[config.mk]
export PLATFORM = sky130hd
export DESIGN_NAME = nss_mul
export DESIGN_NICKNAME = d
export VERILOG_FILES = /design/src/rtl/nss_pkg.sv /design/src/rtl/nss_mul.sv
export SDC_FILE = /design/constraint.sdc
export NUM_CORES = 2
export LEC_CHECK = 0
export ABC_AREA = 1
export BUFFER_PORTS_ARGS = -buffer_cell sky130_fd_sc_hd__clkbuf_2
export CAP_MARGIN = 30
export CORE_ASPECT_RATIO = 1.4
export CORE_MARGIN = 4
export CORE_UTILIZATION = 47
export DETAILED_ROUTE_END_ITERATION = 7
export SLEW_MARGIN = 10
export SYNTH_ARGS = -nofsm -noshare
export SYNTH_HDL_FRONTEND = slang
export SYNTH_SLANG_ARGS = --single-unit
[constraint.sdc]
create_clock -name clk_i -period 9.9 [get_ports clk_i]
set_input_delay 1.485 -clock clk_i [delete_from_list [all_inputs] [get_ports clk_i]]
set_output_delay 1.485 -clock clk_i [all_outputs]
set_load 0.01 [all_outputs]
[src/rtl/nss_pkg.sv]
// shared constants and types for the nearest segment search block
`timescale 1ns / 1ps
package nss_pkg;

  localparam int MAX_SEGMENTS = 65536;
  localparam int CNT_W = $clog2(MAX_SEGMENTS);

  localparam int COORD_W = 32;
  localparam int DIFF_W = COORD_W + 1;
  localparam int DIG_W = 17;
  localparam int NDIG = 4;
  localparam int OP_W = DIG_W * NDIG;
  localparam int WIDE_W = 2 * OP_W;
  localparam int FRAC_W = 32;
  localparam int Q_W = FRAC_W + 1;
  localparam int DIST_W = 32;
  localparam int IDX_W = 16;
  localparam int DSQ_W = 64;
  localparam int CFG_IDX_W = 3;

  localparam logic [CFG_IDX_W-1:0] CFG_QSX = 3'd0;
  localparam logic [CFG_IDX_W-1:0] CFG_QSY = 3'd1;
  localparam logic [CFG_IDX_W-1:0] CFG_QSZ = 3'd2;
  localparam logic [CFG_IDX_W-1:0] CFG_QEX = 3'd3;
  localparam logic [CFG_IDX_W-1:0] CFG_QEY = 3'd4;
  localparam logic [CFG_IDX_W-1:0] CFG_QEZ = 3'd5;

  typedef logic signed [OP_W-1:0] op_t;
  typedef logic signed [WIDE_W-1:0] wide_t;
  typedef logic signed [DIFF_W-1:0] diff_t;

endpackage

[src/rtl/nss_mul.sv]
// digit-serial signed multiplier, 17 bits of one operand per cycle
`timescale 1ns / 1ps
module nss_mul import nss_pkg::*; (
  input  logic  clk_i,
  input  logic  rst_ni,
  input  logic  start_i,
  input  op_t   a_i,
  input  op_t   b_i,
  output logic  done_o,
  output wide_t p_o
);

  typedef enum logic [1:0] {M_IDLE, M_RUN, M_NEG} mstate_e;

  mstate_e state_q;
  logic [OP_W-1:0] mag_a_q, mag_b_q;
  logic neg_q;
  logic [WIDE_W-1:0] acc_q;
  logic [$clog2(NDIG)-1:0] cnt_q;
  wide_t p_q;
  logic done_q;

  logic [OP_W-1:0] abs_a, abs_b;
  logic [OP_W+DIG_W:0] hi_sum;
  logic [WIDE_W+DIG_W:0] joined;

  assign abs_a = a_i[OP_W-1] ? OP_W'(-a_i) : OP_W'(a_i);
  assign abs_b = b_i[OP_W-1] ? OP_W'(-b_i) : OP_W'(b_i);
  assign hi_sum = (OP_W+DIG_W+1)'(acc_q[WIDE_W-1:OP_W])
                + (OP_W+DIG_W+1)'(mag_a_q * mag_b_q[DIG_W-1:0]);
  assign joined = {hi_sum, acc_q[OP_W-1:0]};

  always_ff @(posedge clk_i or negedge rst_ni) begin
    if (!rst_ni) begin
      state_q <= M_IDLE;
      mag_a_q <= '0;
      mag_b_q <= '0;
      neg_q <= 1'b0;
      acc_q <= '0;
      cnt_q <= '0;
      p_q <= '0;
      done_q <= 1'b0;
    end else begin
      done_q <= 1'b0;
      case (state_q)
        M_IDLE: begin
          if (start_i) begin
            mag_a_q <= abs_a;
            mag_b_q <= abs_b;
            neg_q <= a_i[OP_W-1] ^ b_i[OP_W-1];
            acc_q <= '0;
            cnt_q <= '0;
            state_q <= M_RUN;
          end
        end
        M_RUN: begin
          acc_q <= joined[WIDE_W+DIG_W-1:DIG_W];
          mag_b_q <= mag_b_q >> DIG_W;
          cnt_q <= cnt_q + 1'b1;
          if (cnt_q == ($clog2(NDIG))'(NDIG - 1)) begin
            state_q <= M_NEG;
          end
        end
        M_NEG: begin
          p_q <= neg_q ? -$signed(acc_q) : $signed(acc_q);
          done_q <= 1'b1;
          state_q <= M_IDLE;
        end
        default: state_q <= M_IDLE;
      endcase
    end
  end

  assign done_o = done_q;
  assign p_o = p_q;

endmodule

==> reports/results.txt <==
Status - complete, no violations
Synth cell count leaders - nand2_1 (2871), inv_1 (2259), fa_1 (1057)
Setup TNS - 0 ps
Max frequency - 128.8 MHz
Clk Latency, worst-skew pair - 700 ps
TritonCTS buffer count - 48
Worst-Margin Slew - 1200 ps
Hold depth - 2
# hold bufs at CTS - 0
Yosys reg bits - 414
Wire per inst - 23.57 um
R2R Path Start - mag_b_q[2]$_DFFE_PN0P_
Yosys cell types - 57
Clock sink total - 414
Post-synthesis cell count - 9320
Syn_area_per_cell - 7.065 um^2
Cell taking the most area after synthesis - fa_1
Post-Syn Area - 0.06585 mm^2
Synth area leaders - fa_1 (32%), nand2_1 (16%), dfrtp_1 (16%), inv_1 (13%), nor2_1 (3.8%)
Global Route met3 Usage - 4.991%
Worst Setup Start Kind - flop
Worst-path maximum fanout - 38
Root buffer cell - clkbuf_16
Final Hold Fails - 0
Vias post-DR - 59640
Met2 Track Usage GR - 64.20%
Die H - 450.9 um
Primary FF master, synth - dfrtp_1
EDFF count, synth - 0
GR met1 Demand/Resource - 41.81%
Syn_nets - 10680
Nets - 10690
Largest net degree at the start of global routing - 172
Max Slew Vio Count - 0
Initial core utilization - 47.29%
Crit path launch - mag_b_q[2]$_DFFE_PN0P_
Layout area overhead - 7.011%
Sequential area share after synthesis - 15.73%
Synth top area share - 32.13%
First DRT Iteration DRCs - 4674
Gr busiest metal - met2
Die Wd - 324.3 um
DPL Wire Length - 216.5 mm
Critical Path AT - 8250 ps
Clk_skew - 54.36 ps
RSZ-0062 raised after global routing - false
Post-layout min period - 7765 ps
Count leader, synth - nand2_1
Total GRT Usage - 36.16%
CTS tree - yes
Placer congestion estimate - 1.025
Post-Layout Cell Count - 11170
Proportion of layout cells with a drive suffix above 1 - 6.266%
Clock Pin Slew Worst Setup and Hold Paths - 70 ps
DRC viols - 0
Fin crit share - 78.43%
Crit path capture type - flop
Routed WL - 263.4 mm
I/O Pins - 276
Worst reg-to-reg path cell count - 23
Share of flip-flops with an asynchronous set or reset - 100.0%
Initial antenna violation count - 6
Hold crit path type - reg -> reg
DP Cell Count - 11080
Finish-stage setup viols - 0
Post-DRT Antenna Nets - 0
PortBufs - 275
FP Rows - 162
Vias per inst - 5.337
Hold wc startpoint - p_o[109]$_DFFE_PN0P_
Worst endpoint required time - 10390 ps
Total die area - 0.1462 mm^2
Hold Slack - 477.4 ps
Crit path kind - reg -> reg
First-pass GRT wire length - 396.8 mm
Cts repair resizes - 0
YS warnings - 0
Slew headroom - 20.03%
Post-CTS setup buffer count - 0
Clock buffer depth - 3
Max Cap Viol - 0
Htree depth - 2
Congestion Overflow GR - 0
DRT Pass-1 Iters - 8
Core area - 0.1393 mm^2
Number of global-route vias before repair - 62780
## path summary, 6_finish.rpt
path	endpoint	slack [ps]
min	p_o[109]$_DFFE_PN0P_	480
max in group asynchronous	mag_b_q[12]$_DFFE_PN0P_	6950
max reg2reg	acc_q[86]$_DFFE_PN0P_	2130
min in group asynchronous	acc_q[69]$_DFFE_PN0P_	890
min reg2reg	p_o[109]$_DFFE_PN0P_	480
max	acc_q[86]$_DFFE_PN0P_	2130
## layout by cell type (no fill, tap or decap), drive strengths merged, types with 2 or more instances in the layout
cell	instances
nand2	2892
inv	2273
fa	1057
nor2	715
dfrtp	414
nand3	369
clkbuf	332
o21ai	319
ha	163
a21oi	159
nand4	142
xor2	139
buf	89
o22ai	63
a22oi	46
nor3	44
a31oi	24
clkinv	24
nand3b	17
o31ai	16
xnor2	15
o21bai	10
or2	6
and2	5
and3	5
clkinvlp	5
o211ai	4
nor4	4
bufinv	4
o21a	4
diode	2
a21o	2
o32ai	2
## metal layers
metal / part of all wire (%) / up-vias
li1: - / 27220
met1: 37 / 29320
met2: 50 / 2431
met3: 6.4 / 659
met4: 7.3 / 8
met5: 0.017 / -
## cells by family (layout without fill, tap and decap cells)
kind of cell / count (synthesis) / count (layout) / synth area share, %
compound gates: 654 / 654 / 5.582
xor+xnor: 154 / 154 / 2.048
fa+ha+maj: 1220 / 1220 / 35.23
buf+inv: 2679 / 2727 / 15.35
flops: 414 / 414 / 15.73
other cells: 0 / 2 / 0
simple gates: 4199 / 4199 / 26.06
## registers in the layout (all words and copies together), names as in the netlist
register	cells
acc_q	136
p_o	136
mag_a_q	68
mag_b_q	68
cnt_q	2
state_q	2
done_o	1
neg_q	1
## layout make-up
cell class              count  area (um^2)
fillers                 14380        68780
clock buffers              58         1299
well taps                1804         2257
diodes                      2        5.005
repair buffers            363         2140
clock inverters            31        389.1
inverters                2275         8546
flip-flops and latches    414        10420
multi-input cells        6227        45420
## per-stage QoR
| stage | utilization [%] | setup slack, ps | cell area [um^2] |
|---|---|---|---|
| 2_1_floorplan | - | 3997 | 65850 |
| 4_1_cts | 50.59 | 2262 | 70440 |
| 6_report | 50.60 | 2135 | 70470 |
| 5_1_grt | 50.60 | 1986 | 70460 |
| 3_3_place_gp | 49.35 | 2284 | 68710 |
| 3_5_place_dp | 49.37 | 2273 | 68750 |
## critical path, stage by stage (launching register included)
cell and delay, ps:
dfrtp_4 830, buf_4 430, buf_4 310, nand2_1 100, fa_1 540, fa_1 460
fa_1 520, inv_1 50, fa_1 480, fa_1 550, inv_1 60, fa_1 530
inv_1 40, ha_1 360, nand2_1 180, nor2_1 120, nand2_1 150, inv_1 50
nand2_1 60, nand2_1 150, nand2_1 100, nand2_1 320, o21ai_0 930, o21ai_0 210
Power is not shown: default switching activity piles up to over one toggle a cycle in this logic, so the estimate is an artifact.
