$ cat config.mk
export PLATFORM = sky130hd
export DESIGN_NAME = nss_div
export DESIGN_NICKNAME = d
export VERILOG_FILES = /design/src/rtl/nss_pkg.sv /design/src/rtl/nss_div.sv
export SDC_FILE = /design/constraint.sdc
export NUM_CORES = 1
export LEC_CHECK = 0
export BUFFER_PORTS_ARGS = -buffer_cell sky130_fd_sc_hd__buf_2
export CELL_PAD_IN_SITES_DETAIL_PLACEMENT = 0
export CELL_PAD_IN_SITES_GLOBAL_PLACEMENT = 1
export CORE_MARGIN = 2
export CORE_UTILIZATION = 35
export DETAILED_ROUTE_END_ITERATION = 16
export GPL_ROUTABILITY_DRIVEN = 0
export GPL_TIMING_DRIVEN = 0
export PLACE_DENSITY = 0.72
export SYNTH_ARGS = -nofsm -noshare
export SYNTH_HDL_FRONTEND = slang
export SYNTH_SLANG_ARGS = --single-unit
export TNS_END_PERCENT = 50
$ cat constraint.sdc
create_clock -name clk_i -period 3.88 [get_ports clk_i]
set_clock_uncertainty 0.2 [all_clocks]
set_input_delay 0.194 -clock clk_i [delete_from_list [all_inputs] [get_ports clk_i]]
set_output_delay 0.194 -clock clk_i [all_outputs]
set_load 0.005 [all_outputs]
$ cat src/rtl/nss_pkg.sv
// shared constants and types for the nearest segment search block
`timescale 1ns / 1ps
package nss_pkg;

  localparam int MAX_SEGMENTS = 65536;
  localparam int CNT_W = $clog2(MAX_SEGMENTS);

  localparam int COORD_W = 32;
  localparam int DIFF_W = COORD_W + 1;
  localparam int DIG_W = 17;
  localparam int NDIG = 4;
  localparam int OP_W = DIG_W * NDIG;
  localparam int WIDE_W = 2 * OP_W;
  localparam int FRAC_W = 32;
  localparam int Q_W = FRAC_W + 1;
  localparam int DIST_W = 32;
  localparam int IDX_W = 16;
  localparam int DSQ_W = 64;
  localparam int CFG_IDX_W = 3;

  localparam logic [CFG_IDX_W-1:0] CFG_QSX = 3'd0;
  localparam logic [CFG_IDX_W-1:0] CFG_QSY = 3'd1;
  localparam logic [CFG_IDX_W-1:0] CFG_QSZ = 3'd2;
  localparam logic [CFG_IDX_W-1:0] CFG_QEX = 3'd3;
  localparam logic [CFG_IDX_W-1:0] CFG_QEY = 3'd4;
  localparam logic [CFG_IDX_W-1:0] CFG_QEZ = 3'd5;

  typedef logic signed [OP_W-1:0] op_t;
  typedef logic signed [WIDE_W-1:0] wide_t;
  typedef logic signed [DIFF_W-1:0] diff_t;

endpackage

$ cat src/rtl/nss_div.sv
// restoring divider giving a clamped q1.32 fraction, one bit per cycle
`timescale 1ns / 1ps
module nss_div import nss_pkg::*; (
  input  logic           clk_i,
  input  logic           rst_ni,
  input  logic           start_i,
  input  wide_t          n_i,
  input  wide_t          d_i,
  output logic           done_o,
  output logic [Q_W-1:0] q_o
);

  typedef enum logic {D_IDLE, D_RUN} dstate_e;

  dstate_e state_q;
  logic [WIDE_W-1:0] r_q, d_q;
  logic [Q_W-1:0] q_q;
  logic [$clog2(FRAC_W)-1:0] cnt_q;
  logic done_q;

  logic [WIDE_W:0] r2, diff;
  logic ge;

  assign r2 = {r_q, 1'b0};
  assign diff = r2 - {1'b0, d_q};
  assign ge = !diff[WIDE_W];

  always_ff @(posedge clk_i or negedge rst_ni) begin
    if (!rst_ni) begin
      state_q <= D_IDLE;
      r_q <= '0;
      d_q <= '0;
      q_q <= '0;
      cnt_q <= '0;
      done_q <= 1'b0;
    end else begin
      done_q <= 1'b0;
      case (state_q)
        D_IDLE: begin
          if (start_i) begin
            if (n_i[WIDE_W-1] || n_i == '0 || d_i[WIDE_W-1] || d_i == '0) begin
              q_q <= '0;
              done_q <= 1'b1;
            end else if (n_i >= d_i) begin
              q_q <= Q_W'(1) << FRAC_W;
              done_q <= 1'b1;
            end else begin
              r_q <= WIDE_W'(n_i);
              d_q <= WIDE_W'(d_i);
              q_q <= '0;
              cnt_q <= '0;
              state_q <= D_RUN;
            end
          end
        end
        D_RUN: begin
          r_q <= ge ? diff[WIDE_W-1:0] : r2[WIDE_W-1:0];
          q_q <= {q_q[Q_W-2:0], ge};
          cnt_q <= cnt_q + 1'b1;
          if (cnt_q == ($clog2(FRAC_W))'(FRAC_W - 1)) begin
            done_q <= 1'b1;
            state_q <= D_IDLE;
          end
        end
        default: state_q <= D_IDLE;
      endcase
    end
  end

  assign done_o = done_q;
  assign q_o = q_q;

endmodule

==> results of run 1 <==
[tightest hold or removal path, stage by stage]
cell	delay, ns
dlygate4sd3_1	0.56
buf_8	0.16
buf_16	0.27
[what timing repair did]
action,4_1_cts,5_1_grt
gates cloned,4,15
resized for setup,366,397
setup endpoints to repair,281,272
hold buffers,273,2
endpoints found under the hold margin,476,2
pin swaps,57,109
setup buffers,57,68
[registers in the layout (all words and copies together), names as in the netlist]
| register | flops |
|---|---|
| cnt_q | 5 |
| d_q | 136 |
| done_o | 1 |
| q_o | 33 |
| r_q | 136 |
| state_q | 1 |
[power breakdown]
part           switching [mW]  internal [mW]
registers                1.21           4.97
logic                    19.0           13.1
clock network            1.62           2.39
total                    21.8           20.4
[layout make-up]
class,instances,area share (%)
Multi-Input combinational cell,2532,51.81
Sequential cell,312,20.08
Timing Repair Buffer,725,15.19
Tap cell,1040,3.342
Inverter,332,3.233
Clock buffer,53,2.934
Buffer,105,2.834
Clock inverter,14,0.5463
Antenna cell,4,0.02571
[cells in the final DEF (no fill, tap or decap), types with 65 or more instances in the layout]
master,instances
buf_2,295
nand2_1,303
nor2_1,192
a21oi_1,285
o21ai_0,157
inv_1,311
buf_4,118
ha_1,166
nand4_1,117
ha_4,74
mux2i_1,275
dfrtp_1,303
xor2_1,65
dlygate4sd3_1,271
[routing by layer]
metal / share of wire [%] / wire length, um
met5: 0.030 / 40
met4: 5.5 / 7301
met3: 9.1 / 11990
met2: 44 / 58540
met1: 41 / 54240
[cells by family after synthesis]
kind of cell	Yosys count
xor gates and xnor gates	131
and+or+nand+nor	891
buffers and inverters	495
AOI/OAI and AO/OA	930
muxes	306
adders and majority gates	274
DFF	312
[final timing paths]
kind,startpoint,to
hold / removal,rst_ni,d_q[120]$_DFFE_PN0P_
hold reg to reg,d_q[135]$_DFFE_PN0P_,d_q[135]$_DFFE_PN0P_
setup / recovery,r_q[32]$_DFFE_PN0P_,r_q[133]$_DFFE_PN0P_
setup reg to reg,r_q[32]$_DFFE_PN0P_,r_q[133]$_DFFE_PN0P_
min in group clk_i,n_i[85],r_q[85]$_DFFE_PN0P_
max in group asynchronous,rst_ni,r_q[60]$_DFFE_PN0P_
[per-stage QoR]
step	hold slack (ns)	area [um2]
finish	0.01019	38940
global placement	0.2710	30200
CTS	0.04299	36560
global route	0.05416	38930
detailed placement	-0.02750	30340
floorplan	-0.3016	27360
==> impl_metrics.env, run 1 <==
export IMPL_outcome="finished with violations"
export IMPL_violations="negative setup slack"
export IMPL_rows=102
export IMPL_max_freq_ghz=0.2507
export IMPL_grt_most_used_layer="met2"
export IMPL_use_met2_pct=49.43
export IMPL_slowest_stage="a2111o_1"
export IMPL_htree_num_levels=2
export IMPL_area_delta_synth_final_pct=42.34
export IMPL_numCtsBuffers=41
export IMPL_grt_pass1_vias=28970
export IMPL_synth_largest_area_cell="dfrtp_1"
export IMPL_fin_ws_ns=-0.1091
export IMPL_yosys_area_share_simple_pct=15.38
export IMPL_async_flop_share_pct=100.0
export IMPL_path_clk_slew_ns=0.06
export IMPL_synth_top_family_by_area="compound AO/OA/AOI/OAI gates"
export IMPL_synth_compound_area_share_pct=20.66
export IMPL_wl_um=132100
export IMPL_relSlewSlack_pct=8.647
export IMPL_worst_ep_required_time_ns=4.17
export IMPL_finalMaxSlewViolations=0
export IMPL_port_buffers=308
export IMPL_crit_family="compound AO/OA/AOI/OAI gates"
export IMPL_syn_num_nets=3888
export IMPL_r2r_cells=13
export IMPL_hp_class="input pin to async pin"
export IMPL_ys_seq_area_share_pct=28.54
export IMPL_grt_use_total_pct=30.94
export IMPL_cap_viol_max_count=0
export IMPL_io_pin_count=309
export IMPL_synth_mux_area_share_pct=11.31
export IMPL_gr_total_overflow=0
export IMPL_totalPowerFinal_mw=42.29
export IMPL_n_fill_cell=7439
export IMPL_rrSetupSlack_ns=-0.11
export IMPL_grt_start_max_net_pins=111
export IMPL_post_route_period_util_pct=102.8
export IMPL_use_met3_pct=6.141
export IMPL_synth_adder_area_share_pct=12.56
export IMPL_multiInputGateArea_um2=20180
export IMPL_cp_max_fo=6
export IMPL_drc=0
export IMPL_nets=4598
export IMPL_dr_pass1_iters=8
export IMPL_die_h_um=283.6
export IMPL_synth_area_per_cell_um2=8.193
export IMPL_worstSetupStartpointType="register"
export IMPL_timing_setup_tns_ns=-1.407
export IMPL_synth_xor_area_share_pct=4.194
export IMPL_syn_instance_count=3339
export IMPL_final_layout_size_suffix_gt1_share_pct=24.33
export IMPL_ant_nets=0
export IMPL_antenna_found_initial=7
export IMPL_core_region_area_um2=77470
export IMPL_start_util_pct=35.31
export IMPL_root_buffer="clkbuf_16"
export IMPL_syn_area_um2=27360
export IMPL_path_cells="ha_4 > nand4_1 > nor4_4 > nand3_1 > o221ai_2 > o31ai_4 > a2111o_1 > a31oi_4 > a311o_1 > nand2b_1 > o211ai_1 > xor2_1 > a221oi_1"
export IMPL_cp_depth=13
export IMPL_crit_buf_inv=0
export IMPL_finalSetupViolCount=53
export IMPL_layout_area_seq_um2=7819
export IMPL_grt_util_met1_pct=40.28
export IMPL_grt_pass1_wl_um=187800
export IMPL_synth_edf_count=0
export IMPL_wire_per_inst_um=25.82
export IMPL_ys_ff_latch=312
export IMPL_placed_cells=4694
export IMPL_worstSetupPathType="register to register"
export IMPL_p_leak_nw=18.77
export IMPL_peakVddDrop_mv=0.5899
export IMPL_die_area_um2=80410
export IMPL_synth_flop_cell="dfrtp_1"
export IMPL_endpoint_kind="register"
export IMPL_worstPathArrival_ns=4.28
export IMPL_worstSkewPairLatency_ns=0.60
export IMPL_place_hpwl_um=99310
export IMPL_viasPerCell=5.759
export IMPL_clock_sinks=312
export IMPL_final_hold_violation_count=0
export IMPL_vias=29470
export IMPL_fin_util_pct=50.26
export IMPL_worstMarginPinSlew_ns=1.370
export IMPL_power_density_nw_per_um2=1086
export IMPL_synth_warnings=0
export IMPL_layout_cells_non_filler=5117
export IMPL_synth_top_area_share_pct=28.54
export IMPL_ys_types=72
export IMPL_yosys_cell_count_top_type="a21oi_1"
export IMPL_slowest_delay_ns=0.57
export IMPL_dr_first_iter_drc_count=2554
export IMPL_dp_worst_setup_slack_ns=-2.556
export IMPL_yosys_top_cells_count="a21oi_1, inv_1, nand2_1, dfrtp_1, mux2i_1"
export IMPL_cts_buffer_depth=3
export IMPL_rsz0062_at_grt="true"
export IMPL_die_w_um=283.6
export IMPL_fin_crit_ns=3.989
export IMPL_cts_tree="done"
export IMPL_synth_area_leaders="dfrtp_1, ha_1, mux2i_1"
No activity file was read; power rests on OpenSTA's default activity.
==> inputs of run 2 (changes only) <==
--- a/config.mk
+++ b/config.mk
@@ -9,11 +9,12 @@
 export CELL_PAD_IN_SITES_DETAIL_PLACEMENT = 0
 export CELL_PAD_IN_SITES_GLOBAL_PLACEMENT = 1
 export CORE_MARGIN = 2
-export CORE_UTILIZATION = 35
+export CORE_UTILIZATION = 41
 export DETAILED_ROUTE_END_ITERATION = 16
 export GPL_ROUTABILITY_DRIVEN = 0
 export GPL_TIMING_DRIVEN = 0
-export PLACE_DENSITY = 0.72
+export PLACE_DENSITY = 0.82
+export SETUP_SLACK_MARGIN = 0.4
 export SYNTH_ARGS = -nofsm -noshare
 export SYNTH_HDL_FRONTEND = slang
 export SYNTH_SLANG_ARGS = --single-unit
==> impl_metrics.env, run 2 (synthesis gave the netlist of run 1 again) <==
export IMPL_outcome="finished with violations"
export IMPL_violations="negative hold slack, negative setup slack"
export IMPL_rsz0062_at_grt="true"
export IMPL_wire_per_inst_um=25.98
export IMPL_finalMaxSlewViolations=0
export IMPL_post_route_period_util_pct=106.8
export IMPL_io_pin_count=309
export IMPL_wl_um=130600
export IMPL_drc=0
export IMPL_rows=94
export IMPL_grt_pass1_wl_um=187900
export IMPL_layout_common_cells="dfrtp_1, inv_1, nand2_1, buf_2, a21oi_1"
export IMPL_place_hpwl_um=93370
export IMPL_holdWs_ns=-0.02412
export IMPL_cts_buffer_depth=3
export IMPL_die_area_um2=68800
export IMPL_die_h_um=262.3
export IMPL_start_util_pct=41.53
export IMPL_relSlewSlack_pct=2.928
export IMPL_dr_pass1_iters=5
export IMPL_fin_ws_ns=-0.2637
export IMPL_fin_crit_ns=4.144
export IMPL_gr_total_overflow=0
export IMPL_nets=4683
export IMPL_max_freq_ghz=0.2413
export IMPL_root_buffer="clkbuf_16"
export IMPL_path_cells="ha_1 > buf_6 > nand4_1 > nor4_4 > and3_1 > o311a_4 > o31ai_4 > a2111o_1 > a31oi_4 > a311o_1 > nand2b_4 > o211ai_1 > xor2_1 > a221oi_2"
export IMPL_hp_class="input pin to async pin"
export IMPL_dr_first_iter_drc_count=3699
export IMPL_fin_util_pct=59.79
export IMPL_grt_pass1_vias=29810
export IMPL_final_layout_size_suffix_gt1_share_pct=24.25
export IMPL_worstPathArrival_ns=4.45
export IMPL_layout_commonest_cell="dfrtp_1"
export IMPL_die_w_um=262.3
export IMPL_final_hold_violation_count=4
export IMPL_viasPerCell=6.076
export IMPL_port_buffers=308
export IMPL_dp_worst_setup_slack_ns=-1.679
export IMPL_worst_ep_required_time_ns=4.18
export IMPL_antenna_found_initial=10
export IMPL_core_region_area_um2=65860
export IMPL_worstMarginPinSlew_ns=1.456
export IMPL_grt_use_total_pct=35.88
export IMPL_worstSetupStartpointType="register"
export IMPL_worstSkewPairLatency_ns=0.60
export IMPL_vias=30540
export IMPL_grt_start_max_net_pins=112
export IMPL_path_clk_slew_ns=0.06
export IMPL_endpoint_kind="register"
export IMPL_p_leak_nw=19.38
export IMPL_cts_tree="done"
export IMPL_finalSetupViolCount=247
export IMPL_power_density_nw_per_um2=1061
export IMPL_clock_sinks=312
export IMPL_cap_viol_max_count=0
export IMPL_timing_setup_tns_ns=-25.64
export IMPL_htree_num_levels=2
export IMPL_numCtsBuffers=39
export IMPL_area_delta_synth_final_pct=43.94
export IMPL_slowest_stage="a2111o_1"
export IMPL_totalPowerFinal_mw=41.79
export IMPL_ant_nets=0
export IMPL_worstSetupPathType="register to register"
export IMPL_peakVddDrop_mv=0.5402
export IMPL_slowest_delay_ns=0.55
export IMPL_cp_max_fo=7
[run 2: cell count changes in the layout (fill, tap and decap cells not counted), moves of 16 or more]
cell      previous run  this run
a211oi_1            39        58
a211oi_2            30        14
buf_16               8        25
ha_1               166       209
ha_4                74        40
buf_12              32        48
clkbuf_2             0        25
[run 2: final timing paths]
path	from	to	slack (ns)	depth (start not counted)
setup / recovery	r_q[32]$_DFFE_PN0P_	r_q[133]$_DFFE_PN0P_	-0.26	14
hold / removal	rst_ni	d_q[9]$_DFFE_PN0P_	-0.02	2
setup reg to reg	r_q[32]$_DFFE_PN0P_	r_q[133]$_DFFE_PN0P_	-0.26	14
hold reg to reg	q_o[26]$_DFFE_PN0P_	q_o[27]$_DFFE_PN0P_	0.30	2
max in group asynchronous	rst_ni	q_o[13]$_DFFE_PN0P_	2.26	3
min in group clk_i	d_i[135]	q_o[32]$_DFFE_PN0P_	0.16	6
[run 2: worst max-delay path, delay by kind of cell, from the launching register on]
family	cells	cell delay [ns]
compound gates	7	1.80
buf+inv	1	0.13
fa+ha+maj	1	0.30
flops	1	0.42
xor+xnor	1	0.17
simple gates	4	1.02
[run 2: repair_timing]
item	in CTS	in global routing
pin swaps	174	67
cloned	22	14
hold buffers	272	0
buffers inserted	103	30
endpoints found under the hold margin	365	0
resized for setup	511	223
endpoints found under the setup margin	281	281
[run 2: where the power goes]
group	switching (mW)	internal [mW]	total (mW)
sequential	1.11	4.97	6.08
combinational	19.0	13.0	32.0
clock	1.60	2.10	3.70
[run 2: per-layer routing]
metal | vias up | track usage, % | part of all wire [%]
met3 | 475 | 8.574 | 11
met4 | 6 | 21.47 | 7.1
met5 | - | 0 | 0.031
met2 | 1696 | 55.29 | 44
li1 | 13650 | - | -
met1 | 14710 | 45.60 | 38
[run 2: cell type report]
type,count,area [um2]
tap,864,1081
clock buffer,54,1095
inverter,332,1281
antenna,2,5.005
sequential,312,7809
buffer,163,1652
timing repair buffer,754,6670
fill,5748,26490
clock inverter,13,121.4
multi-input combinational,2532,19660
[run 2: metrics by stage]
stage,instance area [um2],std cells
5_1_grt,39370,5024
3_3_place_gp,30340,4511
4_1_cts,38050,4980
3_5_place_dp,30450,4516
2_1_floorplan,27720,3339
6_report,39380,5026
